### config.mk
export PLATFORM = sky130hd
export DESIGN_NAME = tmf_cordic_stage
export DESIGN_NICKNAME = d
export VERILOG_FILES = /design/src/rtl/core/tmf_cordic_stage.sv
export SDC_FILE = /design/constraint.sdc
export NUM_CORES = 1
export LEC_CHECK = 0
export ABC_AREA = 0
export BUFFER_PORTS_ARGS = -buffer_cell sky130_fd_sc_hd__buf_2
export CELL_PAD_IN_SITES_DETAIL_PLACEMENT = 2
export CELL_PAD_IN_SITES_GLOBAL_PLACEMENT = 2
export CORE_MARGIN = 4
export CORE_UTILIZATION = 36
export DETAILED_ROUTE_END_ITERATION = 8
export HOLD_SLACK_MARGIN = 0.06
export PLACE_DENSITY_LB_ADDON = 0.1
export SETUP_SLACK_MARGIN = 0.15
export SLEW_MARGIN = 0
export SYNTH_ARGS = -nofsm -noshare
export SYNTH_HDL_FRONTEND = slang
export SYNTH_SLANG_ARGS = --single-unit
### constraint.sdc
create_clock -name clock -period 6 [get_ports clock]
set_input_delay 1.2 -clock clock [delete_from_list [all_inputs] [get_ports clock]]
set_output_delay 1.2 -clock clock [all_outputs]
set_load 0.02 [all_outputs]
### src/rtl/core/tmf_cordic_stage.sv
// One registered CORDIC micro-rotation, vectoring or rotation mode.
module tmf_cordic_stage #(
   parameter int W      = 38,
   parameter int ZW     = 20,
   parameter int SHIFT  = 0,
   parameter int ANGLE  = 51472,
   parameter bit VECTOR = 1'b1
) (
   input  logic                 clock,
   input  logic                 en,
   input  logic signed [W-1:0]  x_in,
   input  logic signed [W-1:0]  y_in,
   input  logic signed [ZW-1:0] z_in,
   output logic signed [W-1:0]  x_out,
   output logic signed [W-1:0]  y_out,
   output logic signed [ZW-1:0] z_out
);

   localparam logic signed [ZW-1:0] ANG = ZW'(ANGLE);

   logic signed [W-1:0]  xs, ys;
   logic                 pos;
   logic signed [W-1:0]  x_nxt, y_nxt;
   logic signed [ZW-1:0] z_nxt;
   logic signed [W-1:0]  x_ff, y_ff;
   logic signed [ZW-1:0] z_ff;

   always_comb begin
      xs  = x_in >>> SHIFT;
      ys  = y_in >>> SHIFT;
      // vectoring drives y to zero, rotation drives z to zero
      pos = VECTOR ? !y_in[W-1] : !z_in[ZW-1];
      if (pos ^ !VECTOR) begin
         x_nxt = x_in + ys;
         y_nxt = y_in - xs;
      end else begin
         x_nxt = x_in - ys;
         y_nxt = y_in + xs;
      end
      z_nxt = (pos ^ !VECTOR) ? z_in + ANG : z_in - ANG;
   end

   always_ff @(posedge clock) begin
      if (en) begin
         x_ff <= x_nxt;
         y_ff <= y_nxt;
         z_ff <= z_nxt;
      end
   end

   assign x_out = x_ff;
   assign y_out = y_ff;
   assign z_out = z_ff;

endmodule

### Word level (Yosys, flattened, before mapping)

Cells that the tools add are included.

| word-level totals | value |
|---|---|
| register bits | 96 |
| input port bits | 98 |

| cells by class | value |
|---|---|
| add/sub/neg operators | 5 |
| multiplexer cells | 3 |

Operators by type and width:

| operator | number |
|---|---|
| 38-bit two-way mux | 2 |
| 38-bit subtractor | 2 |
| 38-bit adder | 1 |
| 20-bit by 17-bit adder with 20-bit output (second input constant) | 1 |
| 20-bit two-way mux | 1 |
| 20-bit by 17-bit subtractor with 20-bit output (second input constant) | 1 |

### Longest topological paths before layout

Gate-level depths: netlist of the first run.

| logic depth | value |
|---|---|
| depth in word-level cells | 2 |
| gate-level depth with buffers | 13 |
| gate-level depth less buffers | 12 |

### Worst setup path before layout of the first run

OpenSTA, ideal clock, no wires.

| timing | value |
|---|---|
| path kind | input -> register |
| start | input port y_in[37] |
| end | register z_ff[18], in the netlist z_out[18], data pin |
| data arrival time | 3.632 ns |
| setup slack | 2.107 ns |
| stages | 13 |
| buffers on the path | 2 |
| path through | clkinv_1 -> clkbuf_1 -> clkbuf_1 -> fa_1 -> nor2b_1 -> o21ai_0 -> a21boi_0 -> o21ai_0 -> a21oi_1 -> o21bai_1 -> a21boi_0 -> nor4_1 -> a311o_1 |

| on the way | value |
|---|---|
| longest elaborated chain between the ends | 1 |

RTL lines:

| what | line | source |
|---|---|---|
| start: declaration | 12 | `input logic signed [W-1:0] y_in,` |
| 20-bit two-way mux | 40 | `z_nxt = (pos ^ !VECTOR) ? z_in + ANG : z_in - ANG;` |
| via z_nxt[18] | 24 | `logic signed [ZW-1:0] z_nxt;` |
| end signal: assignment | 47 | `z_ff <= z_nxt;` |
| end: declaration | 26 | `logic signed [ZW-1:0] z_ff;` |

The timed path passes the listed nets, and every way through them passes these cells.
A chain may end at the register's enable or synchronous reset.

### Worst setup path after layout of the first run

| timing | value |
|---|---|
| start | input port x_in[0] |
| end | register x_ff[34], in the netlist x_out[34], data pin |

| on the way | value |
|---|---|
| longest elaborated chain between the ends | 2 |
| elaborated cells between the ends (all ways) | 3 |
| those cells by class | 2 x add/sub; 1 x mux |

RTL lines:

| what | line | source |
|---|---|---|
| start: declaration | 11 | `input logic signed [W-1:0] x_in,` |
| 38-bit adder / 38-bit subtractor (equally long branches) | 34, 37 |  |
| 38-bit two-way mux * | 33 | `if (pos ^ !VECTOR) begin` |
| via x_nxt[34] | 23 | `logic signed [W-1:0] x_nxt, y_nxt;` |
| end signal: assignment | 45 | `x_ff <= x_nxt;` |
| end: declaration | 25 | `logic signed [W-1:0] x_ff, y_ff;` |

The timed path passes the listed nets; every way through them passes the cells marked *.

==> impl_results.md, run 1 <==
- Row Count: 61
- Pwr/cell area: 234.5 mW/mm^2
- Synth area leader: edfxtp_1
- Slew @ Worst Pin: 1172 ps
- Syn Inst Count: 1,242
- Layout cell share with drive strength beyond 1: 16.26%
- Register area share after synthesis: 27.74%
- Core Area: 0.02801 sq mm
- F_max: 221.5 MHz
- Met1 Use GR: 34.44%
- First-pass GRT wire length: 63.73 mm
- Antenna fix cells: 0
- Routability congestion estimate: 0.8723
- Clock Sink Count: 95
- Crit end category: flop
- RSZ-0062 raised after global routing: false
- Gr usage total: 25.80%
- CTS tree: built
- Final min period: 4515 ps
- Worst-path cell chain: buf_2 > ha_1 > fa_1 > nor2b_1 > o21ai_0 > nand4_1 > a21oi_1 > o21ai_0 > a41oi_1 > o31ai_1 > a22oi_1 > xnor2_1
- DRC viols: 0
- Number of global-route vias before repair: 11.05k
- Hold Vio Cnt, Final: 0
- Starting density of the core: 36.72%
- Congestion Overflow GR: 0
- Slew Viols, Final: 0
- Slowest Stage Delay on Critical Path: 650 ps
- DIE WIDTH: 177.0 um
- Synth warn: 0
- HP Class: primary input to flop
- Main flop type after synthesis: edfxtp_1
- # H-tree levels: 3
- DP Wirelength: 32.74 mm
- Element type at the critical path start: primary input
- Die Ht: 177.0 um
- GR peak layer: met2
- Via density: 5.760
- Outcome: completed
- Highest-delay cell along the critical path: a41oi_1
- Critical path class: primary input to flop
- Placed Instances: 1,764
- Most used cell, CP: o21ai_0
- DR iter-0 viols: 739
- Most instantiated cells after synthesis: 158 x a21oi_1, 125 x ha_1, 125 x inv_1
- Syn avg cell area: 8.281 sq um
- CP Max Fanout: 4
- Most frequent cell after synthesis: a21oi_1
- Leakage power: 5.289 nW
- Post-CTS sizing: 0
- Synth area leaders: edfxtp_1 28%, ha_1 15%, a21oi_1 7.7%
- Clk slew on worst S/H paths: 80 ps
- CTS Hold Bufs: 0
- EDFF count, synth: 95
- Postcts setup bufs: 0
- Max_cap viols: 0
- CP Data Arrival Time: 4640 ps
- Syn-to-layout area delta: 15.04%
- DP Worst Slack: 1265 ps
- Port Buffers: 193
- Final-report setup violation count: 0
- First-pass DRT Iterations: 6
- Largest net degree at the start of global routing: 98
- I/O pin cnt: 194
- Antenna Nets Post-Route: 0
- Synth Net Count: 1,469
- Die ar.: 0.03134 sq mm
- Final setup margin: 1485 ps
- CP delay by family, top: compound AO/OA/AOI/OAI gates
- Initial antenna violation count: 2
- Slew HR: 21.84%
- Worst vdd ir: 0.0001164 V
- Buf/Inv on CP: 1
- Asr flop ratio synth: 0%
- Met2 GRT Util: 44.68%
- Yosys top cell area share: 27.74%
- WP data required: 6120 ps
- # nets final: 1,624
- WL/cell: 23.18 um
- Clk root buf: clkbuf_16
- Netlist cell types: 71
- Number of non-filler instances in the completed layout: 1,780
- Tcrit/Tclk final: 75.25%
- Flops & latches, synth: 95
- Cell Area, Synth: 0.01028 sq mm
- Setup TNS: 0 ps
- Via Count: 10.25k
- Met3 usage: 2.991%
- Inserted Clock Buffers: 9
- Final WL: 41.26 mm
- CTS Buffer Depth: 2
==> path summary, 6_finish.rpt <==
path | start | end | slack, ps | depth (start not counted)
worst min-delay path | z_in[0] | z_out[0] | 1000 | 1
worst max-delay path | x_in[0] | x_out[34] | 1490 | 12
==> power breakdown <==
group          internal [mW]  leakage (nW)  total (mW)  switching [mW]
registers              0.879         0.930       0.914          0.0350
logic                  0.395          4.20        1.19           0.795
clock network          0.340         0.159       0.670           0.330
total                   1.61          5.29        2.77            1.16
==> registers in the layout (all words and copies together), names as in the netlist <==
signal and cells:
x_out 37, y_out 38, z_out 20
==> cells in the final DEF, fill, tap and decap left out, types with 18 or more instances in the layout <==
cell / n
a21o_1: 33
a21oi_1: 158
buf_2: 191
edfxtp_1: 95
ha_1: 125
inv_1: 125
nand2_1: 64
nand4_1: 26
nor2_1: 88
nor2b_1: 18
nor3_1: 27
o211ai_1: 18
o21ai_0: 99
o21bai_1: 27
xnor2_1: 69
==> routing by layer <==
layer | share of wire, % | up-vias
li1 | - | 4779
met1 | 45 | 5133
met2 | 48 | 287
met3 | 4.6 | 50
met4 | 1.9 | 4
met5 | 0.051 | -
==> stage by stage <==
stage          hold WS (ps)  total power, mW  area (sq um)  utilization (%)
3_3_place_gp           1377            2.074         11510            41.09
2_1_floorplan          1299            1.680         10280                -
4_1_cts               993.6            2.791         11830            42.24
5_1_grt               991.0            2.925         11830            42.24
3_5_place_dp           1381            2.109         11510            41.09
6_report               1001            2.774         11830            42.24
==> cell families after synthesis <==
family                     after synthesis  share of synthesized area (%)
xor gates and xnor gates                80                          6.813
DFF                                     95                          27.74
buffers and inverters                  183                          7.178
and+or+nand+nor                        299                          14.38
adders and majority gates              129                          15.99
AOI/OAI and AO/OA                      439                          26.23
muxes                                   17                          1.679
==> cell type report <==
cell class	count	area, sq um
Timing Repair Buffer	197	1001
Clock buffer	9	225.2
Sequential cell	95	2853
Inverter	130	488.0
Fill cell	3283	16180
Clock inverter	7	97.59
Tap cell	378	473.0
Multi-Input combinational cell	964	6694
No activity file was read; power rests on OpenSTA's default activity.
==> run 2: changes to the inputs <==
Settings changed: CORE_UTILIZATION 36 to 34.
Clock period 6 ns to 4.6 ns, I/O delays scaled along.
==> run 2 against run 1 <==
Wire length shrank 1.1%. Clock power grew 18%. Die area grew 5.6%. Clock-buffer cell count is the same. Setup slack lost 980 ps. Via count shrank 0.83%. Hold slack lost 270 ps. Cell count grew 2.1%. Sequential share of layout area shrank 0.33 points. Critical endpoint unchanged. Largest cell class unchanged.
==> impl_results.md, run 2 (synthesis gave the netlist of run 1 again) <==
- Row Count: 63 (+3.3%)
- Largest net degree at the start of global routing: 74 (-24%)
- Port Buffers: 193 (unchanged)
- Outcome: completed
- Slew @ Worst Pin: 886.8 ps (-285.6 ps)
- Worst-path cell chain: buf_2 > ha_1 > fa_1 > nor2b_1 > o21ai_0 > buf_4 > nand4_1 > a21oi_1 > o21ai_0 > a41oi_1 > o31ai_1 > a22oi_1 > xnor2_1
- Inserted Clock Buffers: 9 (unchanged)
- Slew HR: 40.88% (+19 points)
- CTS tree: built
- Leakage power: 5.384 nW (+1.8%)
- Syn-to-layout area delta: 16.65%
- Largest register FFs: 38 (unchanged)
- WL/cell: 22.47 um (-3.1%)
- First-pass GRT wire length: 62.37 mm (-2.1%)
- Via density: 5.596 (-2.8%)
- Clk root buf: clkbuf_16
- Routability congestion estimate: 0.8719 (about the same)
- RSZ-0062 raised after global routing: false
- HP Start: z_in[0]
- Tcrit/Tclk final: 89.09%
- Register Area: 0.002853 sq mm (unchanged)
- I/O pin cnt: 194 (unchanged)
- CTS Hold Bufs: 0 (unchanged)
- Utilization after layout: 40.37% (-1.9 points)
- Initial antenna violation count: 0 (-2)
- Gr usage total: 23.70% (-2.1 points)
- Final-report setup violation count: 0 (unchanged)
- CP Data Arrival Time: 4200 ps (-440 ps)
- Postcts setup bufs: 0 (unchanged)
- Final setup margin: 501.7 ps (-983.6 ps)
- DP Worst Slack: 193.7 ps (-1072 ps)
- Worst vdd ir: 0.0001648 V (+42%)
- Most used cell, CP: o21ai_0
- Post-CTS sizing: 0 (unchanged)
- WP data required: 4700 ps (-1420 ps)
- Slew Viols, Final: 0 (unchanged)
- First-pass DRT Iterations: 5 (-1)
- Element type at the critical path start: primary input
- Die Ht: 181.9 um (+2.8%)
- Core Area: 0.02972 sq mm (+6.1%)
- Number of global-route vias before repair: 10.80k (-2.2%)
- Placed Instances: 1,801 (+2.1%)
- Clock Sink Count: 95 (unchanged)
- HP Class: primary input to flop
- Final WL: 40.82 mm (-1.1%)
- # H-tree levels: 3 (unchanged)
- Die ar.: 0.03310 sq mm (+5.6%)
- Max_cap viols: 0 (unchanged)
- Hold Vio Cnt, Final: 0 (unchanged)
- DP Wirelength: 33.19 mm (+1.4%)
- Antenna Nets Post-Route: 0 (unchanged)
- Pwr/cell area: 296.2 mW/mm^2 (+26%)
- Number of non-filler instances in the completed layout: 1,817 (+2.1%)
- Starting density of the core: 34.61% (-2.1 points)
- Setup TNS: 0 ps (unchanged)
- CTS Buffer Depth: 2 (unchanged)
- Fill cell count: 3,518 (+7.2%)
- Clk slew on worst S/H paths: 80 ps (about the same)
- F_max: 244.0 MHz
- Layout cell share with drive strength beyond 1: 17.73% (+1.5 points)
- Area of the multi-input gates: 0.006694 sq mm (unchanged)
- Congestion Overflow GR: 0 (unchanged)
- CP Max Fanout: 4 (unchanged)
- # nets final: 1,649 (+1.5%)
- Antenna fix cells: 0 (unchanged)
- Most frequent cells in the layout: 191 x buf_2, 158 x a21oi_1, 125 x inv_1, 125 x ha_1, 99 x o21ai_0
- Most common cell after layout, fill and taps aside: buf_2
- CP delay by family, top: compound AO/OA/AOI/OAI gates
- DIE WIDTH: 181.9 um (+2.8%)
- DR iter-0 viols: 533 (-28%)
- DRC viols: 0 (unchanged)
- Final min period: 4098 ps
- Via Count: 10.17k (-0.83%)
- Crit end category: flop
- Critical path class: primary input to flop
- Buf/Inv on CP: 2 (+1)
- Highest-delay cell along the critical path: a41oi_1
- Total chip power: 3.553 mW (+28%)
- Slowest Stage Delay on Critical Path: 620 ps (-30 ps)
- CP startpoint: x_in[0]
[run 2: cell types whose count changed in the layout (fill, tap and decap cells not counted)]
cell,change
clkinvlp_4,+2
inv_8,-2
clkinv_8,-1
bufinv_16,-1
buf_4,+25
inv_6,+2
[run 2: cell type report]
| class | count | share of cell area [%] |
|---|---|---|
| Clock buffer | 9 | 1.877 |
| Clock inverter | 7 | 0.5110 |
| Inverter | 130 | 4.067 |
| Multi-Input combinational cell | 964 | 55.79 |
| Sequential cell | 95 | 23.78 |
| Tap cell | 390 | 4.067 |
| Timing Repair Buffer | 222 | 9.907 |
[run 2: stage by stage]
step | cell area [sq um] | hold slack (ps)
after floorplan | 10280 | 1019
after global routing | 12000 | 717.0
after detailed placement | 11710 | 1099
final | 12000 | 727.2
after global placement | 11710 | 1098
after CTS | 12000 | 714.3
[run 2: layer usage]
metal  track usage [%]  routed length (um)  vias up
met5                 0                   0        -
met4             5.794                 797        0
met3             2.344                1691       39
met2             41.45               19880      244
met1             31.45               18460     5064
li1                  -                   -     4821
[run 2: path summary, 6_finish.rpt]
path,cells after the start,slack [ps],to
hold / removal,1,730,z_out[0]
setup / recovery,13,500,x_out[34]
[run 2: power by group]
| group | switching (mW) | total (mW) | internal (mW) |
|---|---|---|---|
| Combinational | 1.04 | 1.58 | 0.539 |
| Sequential | 0.0397 | 1.19 | 1.15 |
| Clock | 0.410 | 0.789 | 0.380 |
| Total | 1.49 | 3.55 | 2.06 |
==> run 3: changes to the inputs <==
Settings changed: ABC_AREA 0 to 1, CORE_UTILIZATION 34 to 31, GPL_ROUTABILITY_DRIVEN set to 0.
==> run 3 against run 2 <==
Area after synthesis grew 16%. Hold slack lost 7.0 ps. Flip-flop and latch count is the same. Sequential share of layout area shrank 2.9 points. First-iteration DRC count grew 17%. Cell count grew 41%. Core utilization shrank 4.3 points. Final area grew 14%. Wire length grew 31%. Largest cell class unchanged. Critical endpoint is now x_out[32]. Sequential power shrank 3%. Setup slack gained 360 ps.
==> impl_results.md, run 3 <==
- Highest-delay cell along the critical path: a21oi_1
- Post-CTS sizing: 0 (unchanged)
- Final-report setup violation count: 0 (unchanged)
- Uppermost layer routed: met5
- Layout cell share with drive strength beyond 1: 12.68% (-5.0 points)
- Total chip power: 3.695 mW (+4.0%)
- Via Count: 13.09k (+29%)
- Clk root buf: clkbuf_16
- Yosys top cell area share: 23.82% (-3.9 points)
- Initial antenna violation count: 2 (+2)
- First-pass DRT Iterations: 5 (unchanged)
- Slew @ Worst Pin: 1052 ps (+165.6 ps)
- Largest register FFs: 38 (unchanged)
- Met2 routed WL: 25.67 mm (+29%)
- Element type at the critical path start: primary input
- WL/cell: 20.86 um (-7.2%)
- # nets final: 2,272 (+38%)
- DP Wirelength: 45.76 mm (+38%)
- Row Count: 71 (+13%)
- Leakage power: 7.108 nW (+32%)
- Synth Area in Simple Gates: 33.54% (+19 points)
- Worst vdd ir: 0.0001859 V (+13%)
- EDFF count, synth: 95 (unchanged)
- Final min period: 3734 ps (-364.6 ps)
- Synth area leaders: edfxtp_1 24%, nand2_1 18%, ha_1 13%
- Slew HR: 29.84% (-11 points)
- CTS Hold Bufs: 0 (unchanged)
- Die Ht: 204.5 um (+12%)
- Syn-to-layout area delta: 13.87%
- Syn avg cell area: 6.359 sq um (-23%)
- CTS Buffer Depth: 2 (unchanged)
- # H-tree levels: 3 (unchanged)
- Slew Viols, Final: 0 (unchanged)
- Compound-Gate Fraction of Synth Area: 13.75% (-12 points)
- Register area share after synthesis: 23.82% (-3.9 points)
- Congestion Overflow GR: 0 (unchanged)
- Pwr/cell area: 271.0 mW/mm^2 (-8.5%)
- Adder-Cell Fraction of Synth Area: 13.73% (-2.3 points)
- Via density: 5.110 (-8.7%)
- Most frequent cell after synthesis: nand2_1
- Largest family of logic cells by synthesized area: simple AND/OR/NAND/NOR gates
- Routed wl met3: 1.951 mm (+15%)
- Crit end category: flop
- Flops & latches, synth: 95 (unchanged)
- Outcome: completed
- Antenna fix cells: 0 (unchanged)
- Number of global-route vias before repair: 14.32k (+33%)
- Largest net degree at the start of global routing: 80 (+8.1%)
- Hold Vio Cnt, Final: 0 (unchanged)
- Main flop type after synthesis: edfxtp_1
- RSZ-0062 raised after global routing: false
- DR iter-0 viols: 626 (+17%)
- Worst-path cell chain: buf_2 > inv_1 > ha_1 > fa_1 > inv_1 > a21oi_1 > o21ai_1 > nand2_1 > nand2_1 > nand2_1 > nand3_1 > nand3_1 > nand2_1
- Antenna Nets Post-Route: 0 (unchanged)
- DRC viols: 0 (unchanged)
- Slowest Stage Delay on Critical Path: 870 ps (+250 ps)
- Asr flop ratio synth: 0% (unchanged)
- Post-synthesis xor/xnor area fraction: 3.511% (-3.3 points)
- Final WL: 53.41 mm (+31%)
- Gr usage total: 25.22% (+1.5 points)
- Postcts setup bufs: 0 (unchanged)
- Inserted Clock Buffers: 9 (unchanged)
- Max_cap viols: 0 (unchanged)
- CTS tree: built
- Cell Area, Synth: 0.01197 sq mm (+16%)
- Clock Sink Count: 95 (unchanged)
- Netlist cell types: 44 (-38%)
- WP data required: 4740 ps (+40 ps)
- Post-synthesis mux area share: 0.08359% (-1.6 points)
- CP Max Fanout: 5 (+1)
- Most frequent cells in the layout: 583 x nand2_1, 281 x inv_1, 192 x buf_2
- Core Area: 0.03784 sq mm (+27%)
- Met1 WL: 24.44 mm (+32%)
- Synth area leader: edfxtp_1
- Syn Inst Count: 1,883 (+52%)
- I/O pin cnt: 194 (unchanged)
- HP Class: primary input to flop
- First-pass GRT wire length: 81.70 mm (+31%)
- Die ar.: 0.04183 sq mm (+26%)
- Most used cell, CP: nand2_1
- Tcrit/Tclk final: 81.17% (-7.9 points)
- Synth Net Count: 2,110 (+44%)
- DIE WIDTH: 204.5 um (+12%)
- Most instantiated cells after synthesis: 583 x nand2_1, 281 x inv_1, 163 x nor2_1
- Critical path class: primary input to flop
- Setup TNS: 0 ps (unchanged)
- CP Data Arrival Time: 3870 ps (-330 ps)
- Fill cell count: 4,780 (+36%)
- Clk slew on worst S/H paths: 80 ps (about the same)
- Port Buffers: 193 (unchanged)
- F_max: 267.8 MHz (+9.8%)
- Synth warn: 0 (unchanged)
- Starting density of the core: 31.64% (-3.0 points)
- Most common cell after layout, fill and taps aside: nand2_1
[run 3: cell count changes after synthesis, sizes merged, moves of 18 or more]
cell   previous run  this run
inv             126       289
nand2            66       588
nand4            26         8
nor2             88       184
nor2b            18         0
nand3            16       161
a21o             33        14
xnor2            69         4
xor2             11        44
[run 3: logic make-up after synthesis]
| family | count (synthesis) |
|---|---|
| mux | 1 |
| compound gates | 301 |
| fa+ha+maj | 129 |
| simple gates | 971 |
| buf+inv | 338 |
| xor+xnor | 48 |
| flops | 95 |
[run 3: final timing paths]
kind,cells after the start,from,slack (ps),to
worst max-delay path,13,x_in[0],870,x_out[32]
worst min-delay path,1,z_in[3],720,z_out[3]
[run 3: critical path: cells and delay by family]
kind,cells,cell delay (ps)
compound gates,2,1160
simple gates,6,740
fa+ha+maj,2,670
buf+inv,3,380
[run 3: per-layer routing]
layer	GRT usage [%]	vias up
met5	0	-
met4	7.274	4
met3	2.659	59
met2	44.06	275
met1	33.04	6403
li1	-	6345
[run 3: power breakdown]
part | internal (mW) | switching [mW] | total, mW
logic | 0.499 | 1.23 | 1.73
registers | 1.12 | 0.0349 | 1.15
clock network | 0.426 | 0.384 | 0.810
total | 2.04 | 1.65 | 3.69
[run 3: cell type report]
type	count	area (sq um)	share of cell area (%)
Clock inverter	6	70.07	0.5139
Multi-Input combinational cell	1450	7737	56.75
Timing Repair Buffer	200	1021	7.488
Tap cell	511	639.4	4.689
Sequential cell	95	2853	20.92
Inverter	289	1085	7.956
Clock buffer	10	229.0	1.679
[run 3: through the flow]
stage,cells,utilization (%),area (sq um),hold slack [ps],worst slack [ps]
2_1_floorplan,1883,-,11970,1019,1614
3_3_place_gp,2545,35.24,13340,1097,588.7
3_5_place_dp,2545,35.24,13340,1100,556.4
4_1_cts,2561,36.03,13630,704.1,957.9
5_1_grt,2561,36.03,13630,703.0,790.2
6_report,2561,36.03,13630,720.1,866.3
